$ cat src/hdl/daex_pkg.sv
// Shared types and constants for the DNS answer address extractor.
// No dependencies; used by every module in hdl/.
package daex_pkg;

   // Byte queue between the front and back parts
   localparam int QUEUE_DEPTH = 4;

   // Configuration port
   localparam int CSR_INDEX_WIDTH = 4;
   localparam int CSR_DATA_WIDTH  = 16;
   localparam logic [CSR_INDEX_WIDTH-1:0] CSR_QUERY_ACTIVE = 4'd0;
   localparam logic [CSR_INDEX_WIDTH-1:0] CSR_EXPECTED_ID  = 4'd1;

   // Message layout
   localparam logic [3:0]  HEADER_LEN     = 4'd12;
   localparam logic [3:0]  FIXED_LAST     = 4'd9;   // last byte of type..rdlength
   localparam logic [15:0] QTAIL_LEN      = 16'd4;  // qtype + qclass
   localparam logic [15:0] TYPE_A         = 16'd1;
   localparam logic [15:0] A_RDATA_LEN    = 16'd4;

   typedef enum logic [2:0] {
      PH_HEADER = 3'd0,
      PH_LABEL  = 3'd1,
      PH_BODY   = 3'd2,
      PH_PTR    = 3'd3,
      PH_QTAIL  = 3'd4,
      PH_FIXED  = 3'd5,
      PH_RDATA  = 3'd6,
      PH_DONE   = 3'd7
   } phase_type;

   typedef enum logic [2:0] {
      ST_FOUND = 3'd0,
      ST_IDLE  = 3'd1,
      ST_SHORT = 3'd2,
      ST_BADID = 3'd3,
      ST_NONE  = 3'd4
   } status_type;

   // One queued byte with its classification
   typedef struct packed {
      logic [7:0] data;
      logic       last;
      logic       is_zero;  // end of name
      logic       is_ptr;   // compression pointer lead byte
   } entry_type;

endpackage

$ cat src/hdl/daex_front.sv
// Front part: accepts message bytes, classifies them, queues them.
// Depends on daex_pkg.
module daex_front #(
   parameter int Depth = daex_pkg::QUEUE_DEPTH
) (
   input  logic                clock,
   input  logic                reset,
   input  logic                req_valid,
   output logic                req_stall,
   input  logic [7:0]          req_data_byte,
   input  logic                req_last_byte,
   output logic                q_valid,
   output daex_pkg::entry_type q_entry,
   input  logic                q_pop
);

   localparam int PTR_W   = (Depth > 1) ? $clog2(Depth) : 1;
   localparam int COUNT_W = $clog2(Depth + 1);

   daex_pkg::entry_type mem_ff [Depth];
   daex_pkg::entry_type new_entry;
   logic [PTR_W-1:0]    wr_ptr_ff, wr_ptr_in;
   logic [PTR_W-1:0]    rd_ptr_ff, rd_ptr_in;
   logic [COUNT_W-1:0]  count_ff, count_in;
   logic                push;

   assign req_stall = (count_ff == COUNT_W'(Depth));
   assign push      = req_valid && !req_stall;
   assign q_valid   = (count_ff != '0);
   assign q_entry   = mem_ff[rd_ptr_ff];

   always_comb begin
      new_entry.data    = req_data_byte;
      new_entry.last    = req_last_byte;
      new_entry.is_zero = (req_data_byte == 8'h00);
      new_entry.is_ptr  = (req_data_byte[7:6] == 2'b11);
   end

   always_comb begin
      wr_ptr_in = wr_ptr_ff;
      rd_ptr_in = rd_ptr_ff;
      count_in  = count_ff;
      if (push) begin
         wr_ptr_in = (wr_ptr_ff == PTR_W'(Depth - 1)) ? '0 : wr_ptr_ff + 1'b1;
      end
      if (q_pop) begin
         rd_ptr_in = (rd_ptr_ff == PTR_W'(Depth - 1)) ? '0 : rd_ptr_ff + 1'b1;
      end
      if (push && !q_pop) begin
         count_in = count_ff + 1'b1;
      end else if (!push && q_pop) begin
         count_in = count_ff - 1'b1;
      end
   end

   always_ff @(posedge clock) begin
      if (reset) begin
         wr_ptr_ff <= '0;
         rd_ptr_ff <= '0;
         count_ff  <= '0;
      end else begin
         wr_ptr_ff <= wr_ptr_in;
         rd_ptr_ff <= rd_ptr_in;
         count_ff  <= count_in;
      end
   end

   always_ff @(posedge clock) begin
      if (push) begin
         mem_ff[wr_ptr_ff] <= new_entry;
      end
   end

endmodule

$ cat src/hdl/daex_back.sv
// Back part: walks the DNS message byte by byte and registers the result.
// Depends on daex_pkg.
module daex_back (
   input  logic                clock,
   input  logic                reset,
   input  logic                q_valid,
   input  daex_pkg::entry_type q_entry,
   output logic                q_pop,
   input  logic                query_active,
   input  logic [15:0]         expected_id,
   output logic                found_clear,
   output logic                rsp_valid,
   input  logic                rsp_stall,
   output logic [2:0]          rsp_status,
   output logic [31:0]         rsp_address
);

   daex_pkg::phase_type  phase_ff, phase_in;
   daex_pkg::status_type verdict_ff, verdict_in, status;
   logic [3:0]  pos_ff, pos_in;
   logic [15:0] hdr_ff, hdr_in;
   logic [15:0] qleft_ff, qleft_in;
   logic [15:0] aleft_ff, aleft_in;
   logic [15:0] skip_ff, skip_in;
   logic [3:0]  fidx_ff, fidx_in;
   logic [15:0] rtype_ff, rtype_in;
   logic [15:0] rlen_ff, rlen_in;
   logic [31:0] addr_ff, addr_in;
   logic [15:0] skip_dec;
   logic [7:0]  b;
   logic        is_a;
   logic        last_pop;

   logic                 rsp_valid_ff, rsp_valid_in;
   daex_pkg::status_type rsp_status_ff;
   logic [31:0]          rsp_address_ff;

   assign b        = q_entry.data;
   assign skip_dec = skip_ff - 16'd1;
   assign is_a     = (rtype_ff == daex_pkg::TYPE_A) && (rlen_ff == daex_pkg::A_RDATA_LEN);

   // A result can only be loaded when the output register frees up
   assign q_pop    = q_valid && (!q_entry.last || !rsp_valid_ff || !rsp_stall);
   assign last_pop = q_pop && q_entry.last;

   always_comb begin
      phase_in   = phase_ff;
      verdict_in = verdict_ff;
      hdr_in     = hdr_ff;
      qleft_in   = qleft_ff;
      aleft_in   = aleft_ff;
      skip_in    = skip_ff;
      fidx_in    = fidx_ff;
      rtype_in   = rtype_ff;
      rlen_in    = rlen_ff;
      addr_in    = addr_ff;
      pos_in     = (pos_ff == daex_pkg::HEADER_LEN) ? pos_ff : pos_ff + 4'd1;
      unique case (phase_ff)
         daex_pkg::PH_HEADER: begin
            unique case (pos_ff)
               4'd0:    hdr_in   = {b, 8'h00};
               4'd1:    hdr_in   = {hdr_ff[15:8], b};
               4'd4:    qleft_in = {b, 8'h00};
               4'd5:    qleft_in = {qleft_ff[15:8], b};
               4'd6:    aleft_in = {b, 8'h00};
               4'd7:    aleft_in = {aleft_ff[15:8], b};
               4'd11:   phase_in = (qleft_ff != '0 || aleft_ff != '0) ?
                                   daex_pkg::PH_LABEL : daex_pkg::PH_DONE;
               default: ;
            endcase
         end
         daex_pkg::PH_LABEL, daex_pkg::PH_PTR: begin
            if (phase_ff == daex_pkg::PH_LABEL && !q_entry.is_zero) begin
               if (q_entry.is_ptr) begin
                  phase_in = daex_pkg::PH_PTR;
               end else begin
                  skip_in  = {8'h00, b};
                  phase_in = daex_pkg::PH_BODY;
               end
            end else if (qleft_ff != '0) begin
               // name ended inside a question
               phase_in = daex_pkg::PH_QTAIL;
               skip_in  = daex_pkg::QTAIL_LEN;
            end else begin
               phase_in = daex_pkg::PH_FIXED;
               fidx_in  = '0;
            end
         end
         daex_pkg::PH_BODY: begin
            skip_in = skip_dec;
            if (skip_dec == '0) begin
               phase_in = daex_pkg::PH_LABEL;
            end
         end
         daex_pkg::PH_QTAIL: begin
            skip_in = skip_dec;
            if (skip_dec == '0) begin
               qleft_in = qleft_ff - 16'd1;
               phase_in = (qleft_in != '0 || aleft_ff != '0) ?
                          daex_pkg::PH_LABEL : daex_pkg::PH_DONE;
            end
         end
         daex_pkg::PH_FIXED: begin
            if (fidx_ff == 4'd0) rtype_in = {b, 8'h00};
            if (fidx_ff == 4'd1) rtype_in = {rtype_ff[15:8], b};
            if (fidx_ff == 4'd8) rlen_in  = {b, 8'h00};
            if (fidx_ff == 4'd9) rlen_in  = {rlen_ff[15:8], b};
            if (fidx_ff >= daex_pkg::FIXED_LAST) begin
               fidx_in = '0;
               addr_in = '0;
               if (rlen_in == '0) begin
                  aleft_in = aleft_ff - 16'd1;
                  phase_in = (qleft_ff != '0 || aleft_in != '0) ?
                             daex_pkg::PH_LABEL : daex_pkg::PH_DONE;
               end else begin
                  skip_in  = rlen_in;
                  phase_in = daex_pkg::PH_RDATA;
               end
            end else begin
               fidx_in = fidx_ff + 4'd1;
            end
         end
         daex_pkg::PH_RDATA: begin
            if (is_a) begin
               addr_in = {addr_ff[23:0], b};
            end
            skip_in = skip_dec;
            if (skip_dec == '0) begin
               if (is_a) begin
                  verdict_in = daex_pkg::ST_FOUND;
                  phase_in   = daex_pkg::PH_DONE;
               end else begin
                  aleft_in = aleft_ff - 16'd1;
                  phase_in = (qleft_ff != '0 || aleft_in != '0) ?
                             daex_pkg::PH_LABEL : daex_pkg::PH_DONE;
               end
            end
         end
         daex_pkg::PH_DONE: ;
         default: ;
      endcase
   end

   // Checks in order: idle, short, id, then parse verdict
   always_comb begin
      priority if (!query_active) begin
         status = daex_pkg::ST_IDLE;
      end else if (pos_in != daex_pkg::HEADER_LEN) begin
         status = daex_pkg::ST_SHORT;
      end else if (hdr_in != expected_id) begin
         status = daex_pkg::ST_BADID;
      end else begin
         status = verdict_in;
      end
   end

   assign found_clear = last_pop && (status == daex_pkg::ST_FOUND);

   always_ff @(posedge clock) begin
      if (reset || last_pop) begin
         phase_ff   <= daex_pkg::PH_HEADER;
         verdict_ff <= daex_pkg::ST_NONE;
         pos_ff     <= '0;
         hdr_ff     <= '0;
         qleft_ff   <= '0;
         aleft_ff   <= '0;
         skip_ff    <= '0;
         fidx_ff    <= '0;
         rtype_ff   <= '0;
         rlen_ff    <= '0;
         addr_ff    <= '0;
      end else if (q_pop) begin
         phase_ff   <= phase_in;
         verdict_ff <= verdict_in;
         pos_ff     <= pos_in;
         hdr_ff     <= hdr_in;
         qleft_ff   <= qleft_in;
         aleft_ff   <= aleft_in;
         skip_ff    <= skip_in;
         fidx_ff    <= fidx_in;
         rtype_ff   <= rtype_in;
         rlen_ff    <= rlen_in;
         addr_ff    <= addr_in;
      end
   end

   // Output register
   always_comb begin
      if (last_pop) begin
         rsp_valid_in = 1'b1;
      end else if (!rsp_stall) begin
         rsp_valid_in = 1'b0;
      end else begin
         rsp_valid_in = rsp_valid_ff;
      end
   end

   always_ff @(posedge clock) begin
      if (reset) begin
         rsp_valid_ff <= 1'b0;
      end else begin
         rsp_valid_ff <= rsp_valid_in;
      end
   end

   always_ff @(posedge clock) begin
      if (last_pop) begin
         rsp_status_ff  <= status;
         rsp_address_ff <= (status == daex_pkg::ST_FOUND) ? addr_in : '0;
      end
   end

   assign rsp_valid   = rsp_valid_ff;
   assign rsp_status  = rsp_status_ff;
   assign rsp_address = rsp_address_ff;

endmodule

$ cat src/hdl/dns_answer_address_extractor_core.sv
// Top level of the DNS answer address extractor: config registers plus
// front (classify + byte queue) and back (parser + output register).
// Depends on daex_pkg, daex_front, daex_back.
//
// Usage:
//  - req_*: one response byte per item (req_data_byte, req_last_byte marks
//    the final byte). Taken when req_valid is high and req_stall is low.
//  - rsp_*: exactly one item per message, produced for its final byte:
//    rsp_status (0 found, 1 no query, 2 short, 3 id mismatch, 4 no A record)
//    and rsp_address (zero unless found). Taken when rsp_valid && !rsp_stall.
//  - csr_*: index 0 query_active, index 1 expected_id; csr_ready is always
//    high. Write only while no message is in flight. A found result clears
//    query_active.
// Throughput: one byte per cycle, sustained, as long as results are taken.
// Result: the final byte, once taken, is written into the queue; when it is
//  popped from the queue its result is registered and rsp_valid rises.
// Stall: while rsp_stall holds a result, the back part keeps consuming
//  non-final bytes; the queue (QueueDepth bytes) then fills on the next
//  final byte and req_stall rises once it is full.
// Reset: clears queue, parser state, output valid and both registers.
module dns_answer_address_extractor_core #(
   parameter int QueueDepth = daex_pkg::QUEUE_DEPTH
) (
   input  logic                                 clock,
   input  logic                                 reset,
   input  logic                                 req_valid,
   output logic                                 req_stall,
   input  logic [7:0]                           req_data_byte,
   input  logic                                 req_last_byte,
   output logic                                 rsp_valid,
   input  logic                                 rsp_stall,
   output logic [2:0]                           rsp_status,
   output logic [31:0]                          rsp_address,
   input  logic                                 csr_valid,
   output logic                                 csr_ready,
   input  logic [daex_pkg::CSR_INDEX_WIDTH-1:0] csr_index,
   input  logic [daex_pkg::CSR_DATA_WIDTH-1:0]  csr_wdata
);

   logic                query_active_ff, query_active_in;
   logic [15:0]         expected_id_ff, expected_id_in;
   logic                q_valid;
   logic                q_pop;
   logic                found_clear;
   logic                csr_write;
   daex_pkg::entry_type q_entry;

   assign csr_ready = 1'b1;
   assign csr_write = csr_valid && csr_ready;

   // Unknown indexes are dropped
   always_comb begin
      query_active_in = query_active_ff;
      expected_id_in  = expected_id_ff;
      if (found_clear) begin
         query_active_in = 1'b0;
      end
      if (csr_write && csr_index == daex_pkg::CSR_QUERY_ACTIVE) begin
         query_active_in = csr_wdata[0];
      end
      if (csr_write && csr_index == daex_pkg::CSR_EXPECTED_ID) begin
         expected_id_in = csr_wdata[15:0];
      end
   end

   always_ff @(posedge clock) begin
      if (reset) begin
         query_active_ff <= 1'b0;
         expected_id_ff  <= '0;
      end else begin
         query_active_ff <= query_active_in;
         expected_id_ff  <= expected_id_in;
      end
   end

   daex_front #(
      .Depth (QueueDepth)
   ) u_front (
      .clock         (clock),
      .reset         (reset),
      .req_valid     (req_valid),
      .req_stall     (req_stall),
      .req_data_byte (req_data_byte),
      .req_last_byte (req_last_byte),
      .q_valid       (q_valid),
      .q_entry       (q_entry),
      .q_pop         (q_pop)
   );

   daex_back u_back (
      .clock        (clock),
      .reset        (reset),
      .q_valid      (q_valid),
      .q_entry      (q_entry),
      .q_pop        (q_pop),
      .query_active (query_active_ff),
      .expected_id  (expected_id_ff),
      .found_clear  (found_clear),
      .rsp_valid    (rsp_valid),
      .rsp_stall    (rsp_stall),
      .rsp_status   (rsp_status),
      .rsp_address  (rsp_address)
   );

endmodule

$ cat config.mk
export PLATFORM = sky130hd
export DESIGN_NAME = dns_answer_address_extractor_core
export DESIGN_NICKNAME = d
export VERILOG_FILES = /design/src/hdl/daex_pkg.sv /design/src/hdl/daex_front.sv /design/src/hdl/daex_back.sv /design/src/hdl/dns_answer_address_extractor_core.sv
export SDC_FILE = /design/constraint.sdc
export NUM_CORES = 1
export LEC_CHECK = 0
export ABC_AREA = 1
export BUFFER_PORTS_ARGS = -buffer_cell sky130_fd_sc_hd__buf_2
export CAP_MARGIN = 5
export CORE_MARGIN = 2
export CORE_UTILIZATION = 50
export DETAILED_ROUTE_END_ITERATION = 10
export PLACE_DENSITY = 0.7
export SYNTH_ARGS = -nofsm -noshare
export SYNTH_HDL_FRONTEND = slang
export SYNTH_SLANG_ARGS = --single-unit
$ cat constraint.sdc
create_clock -name clock -period 2.96 [get_ports clock]
set_input_delay 0.592 -clock clock [delete_from_list [all_inputs] [get_ports clock]]
set_output_delay 0.592 -clock clock [all_outputs]
set_load 0.02 [all_outputs]
# [Word level (Yosys, flattened, before mapping)]
# Memory sizes are Yosys's and may differ from the RTL's. A register that Yosys moved wholly into a read port is not among the register bits.
# Index checks and enable logic that the tools add are counted.
[classes] addsub=9 mul=0 n_div=0 n_lt_le_gt_ge=1 n_eq_ne=44 n_shift=0 n_mux=62 bitwise_logic=1 n_reduce_logical=56
[ops] op="16-bit two-way mux" count=14
[ops] op="16-bit one-hot mux with 2 select lines" count=4
[ops] op="16-bit one-hot mux with 3 select lines" count=2
[ops] op="32-bit two-way mux" count=2
[ops] op="32-bit one-hot mux with 2 select lines" count=1
[ops] op="16-bit nonzero test" count=4
[ops] op="3-bit two-way mux" count=19
[ops] op="16-bit by 1-bit subtractor with 16-bit output (second input constant)" count=3
[ops] op="16-bit logical NOT" count=2
[ops] op="3-bit one-hot mux with 6 select lines" count=1
[ops] op="16-bit by 1-bit equality test with 1-bit output (second input constant)" count=1
[ops] op="16-bit by 3-bit equality test with 1-bit output (second input constant)" count=1
[ops] op="4-bit by 3-bit equality test with 1-bit output (second input constant)" count=4
[ops] op="4-bit equality test (second input constant)" count=4
[ops] op="4-bit two-way mux" count=4
[ops] op="8-bit two-way mux" count=2
[ops] op="16-bit != test" count=1
[ops] op="2-bit != test (second input constant)" count=8
[ops] op="2-bit by 1-bit != test with 1-bit output (second input constant)" count=7
[ops] op="7-bit AND reduction" count=2
[ops] op="3-bit equality test (second input constant)" count=4
[ops] op="4-bit by 1-bit equality test with 1-bit output (second input constant)" count=3
[ops] op="4-bit logical NOT" count=3
[ops] op="4-bit AND reduction" count=3
[ops] op="30 further kinds" count=74
[word_totals] register_bits=202 latch_bits=0 mem_bits_rw=44 mem_bits_ro=0 input_bits=34 out_inout_bits=38 elab_cells=196 n_memories=1
[memory_table] memory="u_front.mem_ff" depth=4 width=11 read_ports=1 rd_clocked_by_memory_dff=1 wr=1 line="daex_front.sv:20" source="daex_pkg::entry_type mem_ff [Depth];"

# [Logic depth before layout (Yosys ltp)]
[logic_depth] word_depth=12 mapped_depth=19 ltp_nobuf=19

# [Hierarchy]
# A second synthesis with hierarchy kept.
[unflattened] hier_cells=1934 hier_area_um2=13855.8
[modules_own_cells] mod="daex_back" n_inst=1 cells_per_inst=1598 area_per_inst_um2=10735.3 seq_area_each_um2=3913.8
[modules_own_cells] mod="daex_front" n_inst=1 cells_per_inst=182 area_per_inst_um2=2169.6 seq_area_each_um2=1501.4
[modules_own_cells] mod="dns_answer_address_extractor_core" n_inst=1 cells_per_inst=154 area_per_inst_um2=950.9 seq_area_each_um2=340.3

# [Worst setup path after synthesis]
# OpenSTA, ideal clock, no wires.
[synth_timing] path_kind="flip-flop to flip-flop" from="register (tool-made name)" to="register u_front.count_ff[2]" setup_ns=0.122 arrival_time_ns=2.691 t_required_ns=2.838 path_slack_ns=0.147 stages_incl_launch_ff=17 n_path_buf=4 period_less_slack_ns=2.813 path_cell_list="dfxtp_1 buf_4 inv_2 buf_4 o21ai_1 o22ai_1 nand3_1 nand2_1 clkbuf_1 clkbuf_1 ha_1 inv_1 fa_1 a21oi_1 o21ai_0 o21ai_0 a21oi_1"
[synth_lines] item="end signal: assignment" line="daex_front.sv:64" source="count_ff <= count_in;"
[synth_lines] item="end: declaration" line="daex_front.sv:24" source="logic [COUNT_W-1:0] count_ff, count_in;"

# [Final worst setup path]
[layout_timing] from="register u_back.fidx_ff[0]" to="register u_back.aleft_ff[12]"
[layout_via] elab_chain_len=7 elab_cells_between_ends=10 cone_classes="order compare (1); eq/ne (4); mux (3); reduce/logical (2)"
[layout_lines] item="start: declaration" line="daex_back.sv:25" source="logic [3:0] fidx_ff, fidx_in;"
[layout_lines] item="start signal: assignment" line="daex_back.sv:180" source="fidx_ff <= fidx_in;"
[layout_lines] item="4-bit equality test" line="daex_back.sv:106" source="if (fidx_ff == 4'd8) rlen_in = {b, 8'h00};"
[layout_lines] item="16-bit two-way mux" line="daex_back.sv:106"
[layout_lines] item="16-bit two-way mux" line="daex_back.sv:107" source="if (fidx_ff == 4'd9) rlen_in = {rlen_ff[15:8], b};"
[layout_lines] item="16-bit two-way mux" line="daex_back.sv:58" source="unique case (phase_ff)"
[layout_lines] item="16-bit logical NOT" line="daex_back.sv:111" source="if (rlen_in == '0) begin"
[layout_lines] item="2-bit by 1-bit != test with 1-bit output (no source line)"
[layout_lines] item="8-bit AND reduction (no source line) (*)"
[layout_lines] item="end signal: assignment" line="daex_back.sv:178" source="aleft_ff <= aleft_in;"
[layout_lines] item="end: declaration" line="daex_back.sv:23" source="logic [15:0] aleft_ff, aleft_in;"
# Mark *: on every way between the ends. The rest lies on a longest branch, timed or not. The select of a mux whose other input is x is not followed.
# A chain may end at the register's enable or synchronous reset.

==> metrics.md <==
| Metric | Value |
|---|---|
| Clock root cell | `clkbuf_16` |
| DR iter-0 viols | `1162` |
| First-pass GRT wire length | `52.3 mm` |
| Overall global routing resource usage | `24.2%` |
| Largest family of logic cells by synthesized area | `simple AND/OR/NAND/NOR gates` |
| Post-synth cell types | `51` |
| Htree depth | `1` |
| F_max | `0.362 GHz` |
| Port bufs | `70` |
| CP most frequent cell | `nor2_1` |
| Crit. Startpoint | `u_back.fidx_ff[0]` |
| Post-Synthesis Cells | `1693` |
| PwrDens | `840 mW/mm^2` |
| Mean post-synth cell area | `7.41 um^2` |
| Remaining global-route overflow | `0` |
| Die ar. | `0.0264 mm^2` |
| Initial antenna violation count | `0` |
| Slew headroom | `44.3%` |
| Critical path capture point type | `register` |
| Mapped cell area | `0.0125 mm^2` |
| Share of layout cells above drive strength 1 | `12.2%` |
| Commonest non-fill, non-tap cells in the layout | `337 x nand2_1, 237 x inv_1, 185 x nor2_1` |
| Via count | `11500` |
| Vias in the first global route | `10600` |
| Compound-Gate Fraction of Synth Area | `16.6%` |
| NumNets Final | `1849` |
| Synth Flop Type | `dfxtp_1` |
| Commonest non-fill, non-tap cell in the layout | `nand2_1` |
| Initial core utilization | `51.3%` |
| Synth-to-Final Area Change | `15.7%` |
| EDFF count, synth | `79` |
| Total Power | `12200 uW` |
| CP Max Fanout | `13` |
| Clk slew on worst S/H paths | `60 ps` |
| Start of the worst register-to-register path | `u_back.fidx_ff[0]` |
| Post-DP Area | `0.0135 mm^2` |
| Simple-gate share of the synthesized area | `23.8%` |
| Async SR Flop Fraction | `0%` |
| Mux contribution to synthesized area | `0%` |
| Clock latency on the worst-skew pair | `530 ps` |
| CP required | `3390 ps` |
| Syn_nets | `1748` |
| Final-layout fill cell count | `2264` |
| N_diodes | `0` |
| VDD IR-drop max | `0.850 mV` |
| End of the worst register-to-register path | `u_back.aleft_ff[12]` |
| Worst-Margin Slew | `827 ps` |
| Final setup fails | `0` |
| RSZ-0062 raised after global routing | `false` |
| Leakage | `0.00627 uW` |
| Fin crit share | `93.3%` |
| Crit path cell chain | `inv_1, ha_2, nand3_4, nor2_4, buf_4, nand2_1, o21ai_1, nand4_1, nor3_4, nor2_1, nor3_4, buf_12, nand3_4, nor2_1, nor2_1` |
| Synth Register Bits | `248` |
| Num CTS Buffers | `27` |
| Final Critical Period | `2760 ps` |
| Final hold violations | `0` |
| CP peak stage delay | `350 ps` |
| I/O pin count | `72` |
| Routed len/inst | `15.2 um` |
| Crit path max-delay cell type | `dfxtp_2` |
| Post-Synth XOR/XNOR Area | `1.89%` |
| Clock skew | `13.7 ps` |
| Dpl ws | `29.6 ps` |
| Critical path capture point | `u_back.aleft_ff[12]` |
| FF-to-FF path depth | `15` |
| Final Util | `59.3%` |
| Setup tns final | `0 ps` |
| Pin count of the biggest net entering global routing | `68` |
| Setup ws final | `199 ps` |
| CTS tree | `built` |
| Die height | `162 um` |
| WP data arrival | `3190 ps` |
| Core region area | `0.0245 mm^2` |
| CP Launch Type | `register` |
| Kind of critical path | `reg -> reg` |
| Max-slew violation count | `0` |
| Routed Antenna Nets | `0` |
| TritonRoute pass-1 iters | `5` |
| Routed WL | `32.5 mm` |
| Drt drc | `0` |
| Dpl hpwl | `22.7 mm` |
| Placer congestion estimate | `0.922` |
| DIE WIDTH | `162 um` |
| Clk sinks | `248` |
| Reg2reg setup slack | `200 ps` |
| Ys Warns | `0` |
| HP Class | `in -> reg` |
| Status | `finished clean` |
| Sequential fraction of the synthesis area | `45.9%` |
| Max Cap Viol | `0` |
| # hold bufs at CTS | `0` |
| Post-Synth Adder-Cell Area | `2.16%` |
| Fin area | `0.0145 mm^2` |
| Cell row count | `57` |
| Vias per inst | `5.40` |
| Max Root-Sink Buffers | `3` |
==> registers in the layout, summed over array words and instances (netlist names), named ones only <==
name,flops
u_back.fidx_ff,4
u_front.rd_ptr_ff,2
expected_id_ff,16
u_back.skip_ff,16
u_back.rsp_valid,1
u_front.count_ff,3
u_back.pos_ff,4
u_back.rtype_ff,16
u_back.rlen_ff,16
u_back.verdict_ff,3
u_back.addr_ff,32
query_active_ff,1
u_front.wr_ptr_ff,2
u_back.rsp_status,3
u_back.qleft_ff,16
u_back.hdr_ff,16
u_back.phase_ff,3
u_back.aleft_ff,16
u_back.rsp_address,32
u_front.mem_ff,44
==> synthesized netlist by cell type, drive strengths merged, types with 6 or more instances <==
library cell  count  area, um^2
nor4             10        68.8
o22ai            60         375
clkbuf           40         151
buf              23         126
a21oi           144         721
a31oi            10        62.6
a22oi             7        52.6
nand4            24         150
edfxtp           79        2370
nand2           346        1310
o21ai           144         721
xnor2             6        52.6
nand3            99         528
nor3             17         101
nor2            195         747
ha               20         250
inv             245         920
xor2             21         184
dfxtp           169        3380
==> worst min-delay path by stage <==
stage / from / endpoint / slack [ps] / depth (start not counted)
final: req_last_byte / u_front.mem_ff[0][2] / 280 / 1
after global routing: req_last_byte / u_front.mem_ff[2][2] / 270 / 1
after CTS: req_last_byte / u_front.mem_ff[1][2] / 270 / 1
after detailed placement: u_back.verdict_ff[2] / u_back.verdict_ff[2] / 440 / 2
after global placement: u_back.verdict_ff[2] / u_back.verdict_ff[2] / 440 / 2
after floorplan: u_back.verdict_ff[2] / u_back.verdict_ff[2] / 420 / 2
==> repair_timing <==
| item | 4_1_cts | 5_1_grt |
|---|---|---|
| setup endpoints to repair | 32 | 88 |
| gates cloned | 0 | 2 |
| endpoints found under the hold margin | 0 | 0 |
| pin swaps | 0 | 5 |
| buffers inserted | 0 | 6 |
| gates resized for setup | 1 | 49 |
==> layout make-up <==
| cell class | instances | area, um^2 | area share, % |
|---|---|---|---|
| Sequential cell | 248 | 5760 | 39.7 |
| Clock buffer | 37 | 723 | 4.98 |
| Timing Repair inverter | 1 | 7.51 | 0.0517 |
| Multi-Input combinational cell | 1135 | 5730 | 39.5 |
| Tap cell | 324 | 405 | 2.79 |
| Timing Repair Buffer | 133 | 872 | 6.01 |
| Clock inverter | 11 | 78.8 | 0.543 |
| Inverter | 248 | 940 | 6.47 |
==> layer usage <==
metal  up-vias  global-route usage, %  share of wire, %
met5         -                      0                 0
met2       368                   39.3                45
met1      5313                   34.2                46
met3        61                   3.46               6.5
li1       5793                      -                 -
met4         0                   5.95               2.3
==> metrics by stage <==
stage,hold slack [ps],instances
global route,271,2137
CTS,268,2129
floorplan,419,1693
finish,283,2137
detailed placement,442,2081
global placement,435,2081
==> kinds of logic (layout without fill, tap and decap cells) <==
kind of cell,after synthesis,after routing
flops,248,248
fa+ha+maj,21,21
buf+inv,311,430
other cells,1,1
xor+xnor,27,27
compound gates,383,383
simple gates,702,703
==> critical path: cells and delay by family, from the launching register on <==
kind / cells / cell delay [ps]
AND/OR/NAND/NOR: 10 / 1580
buffers and inverters: 3 / 370
flip-flops: 1 / 350
AO/OA/AOI/OAI: 1 / 130
adder cells (fa/ha/maj): 1 / 200
==> report_power, final <==
part	internal [uW]	total, uW	switching, uW
Clock	1780	3110	1320
Sequential	4230	4450	220
Combinational	1440	4640	3200
No activity file was read; power rests on OpenSTA's default activity.
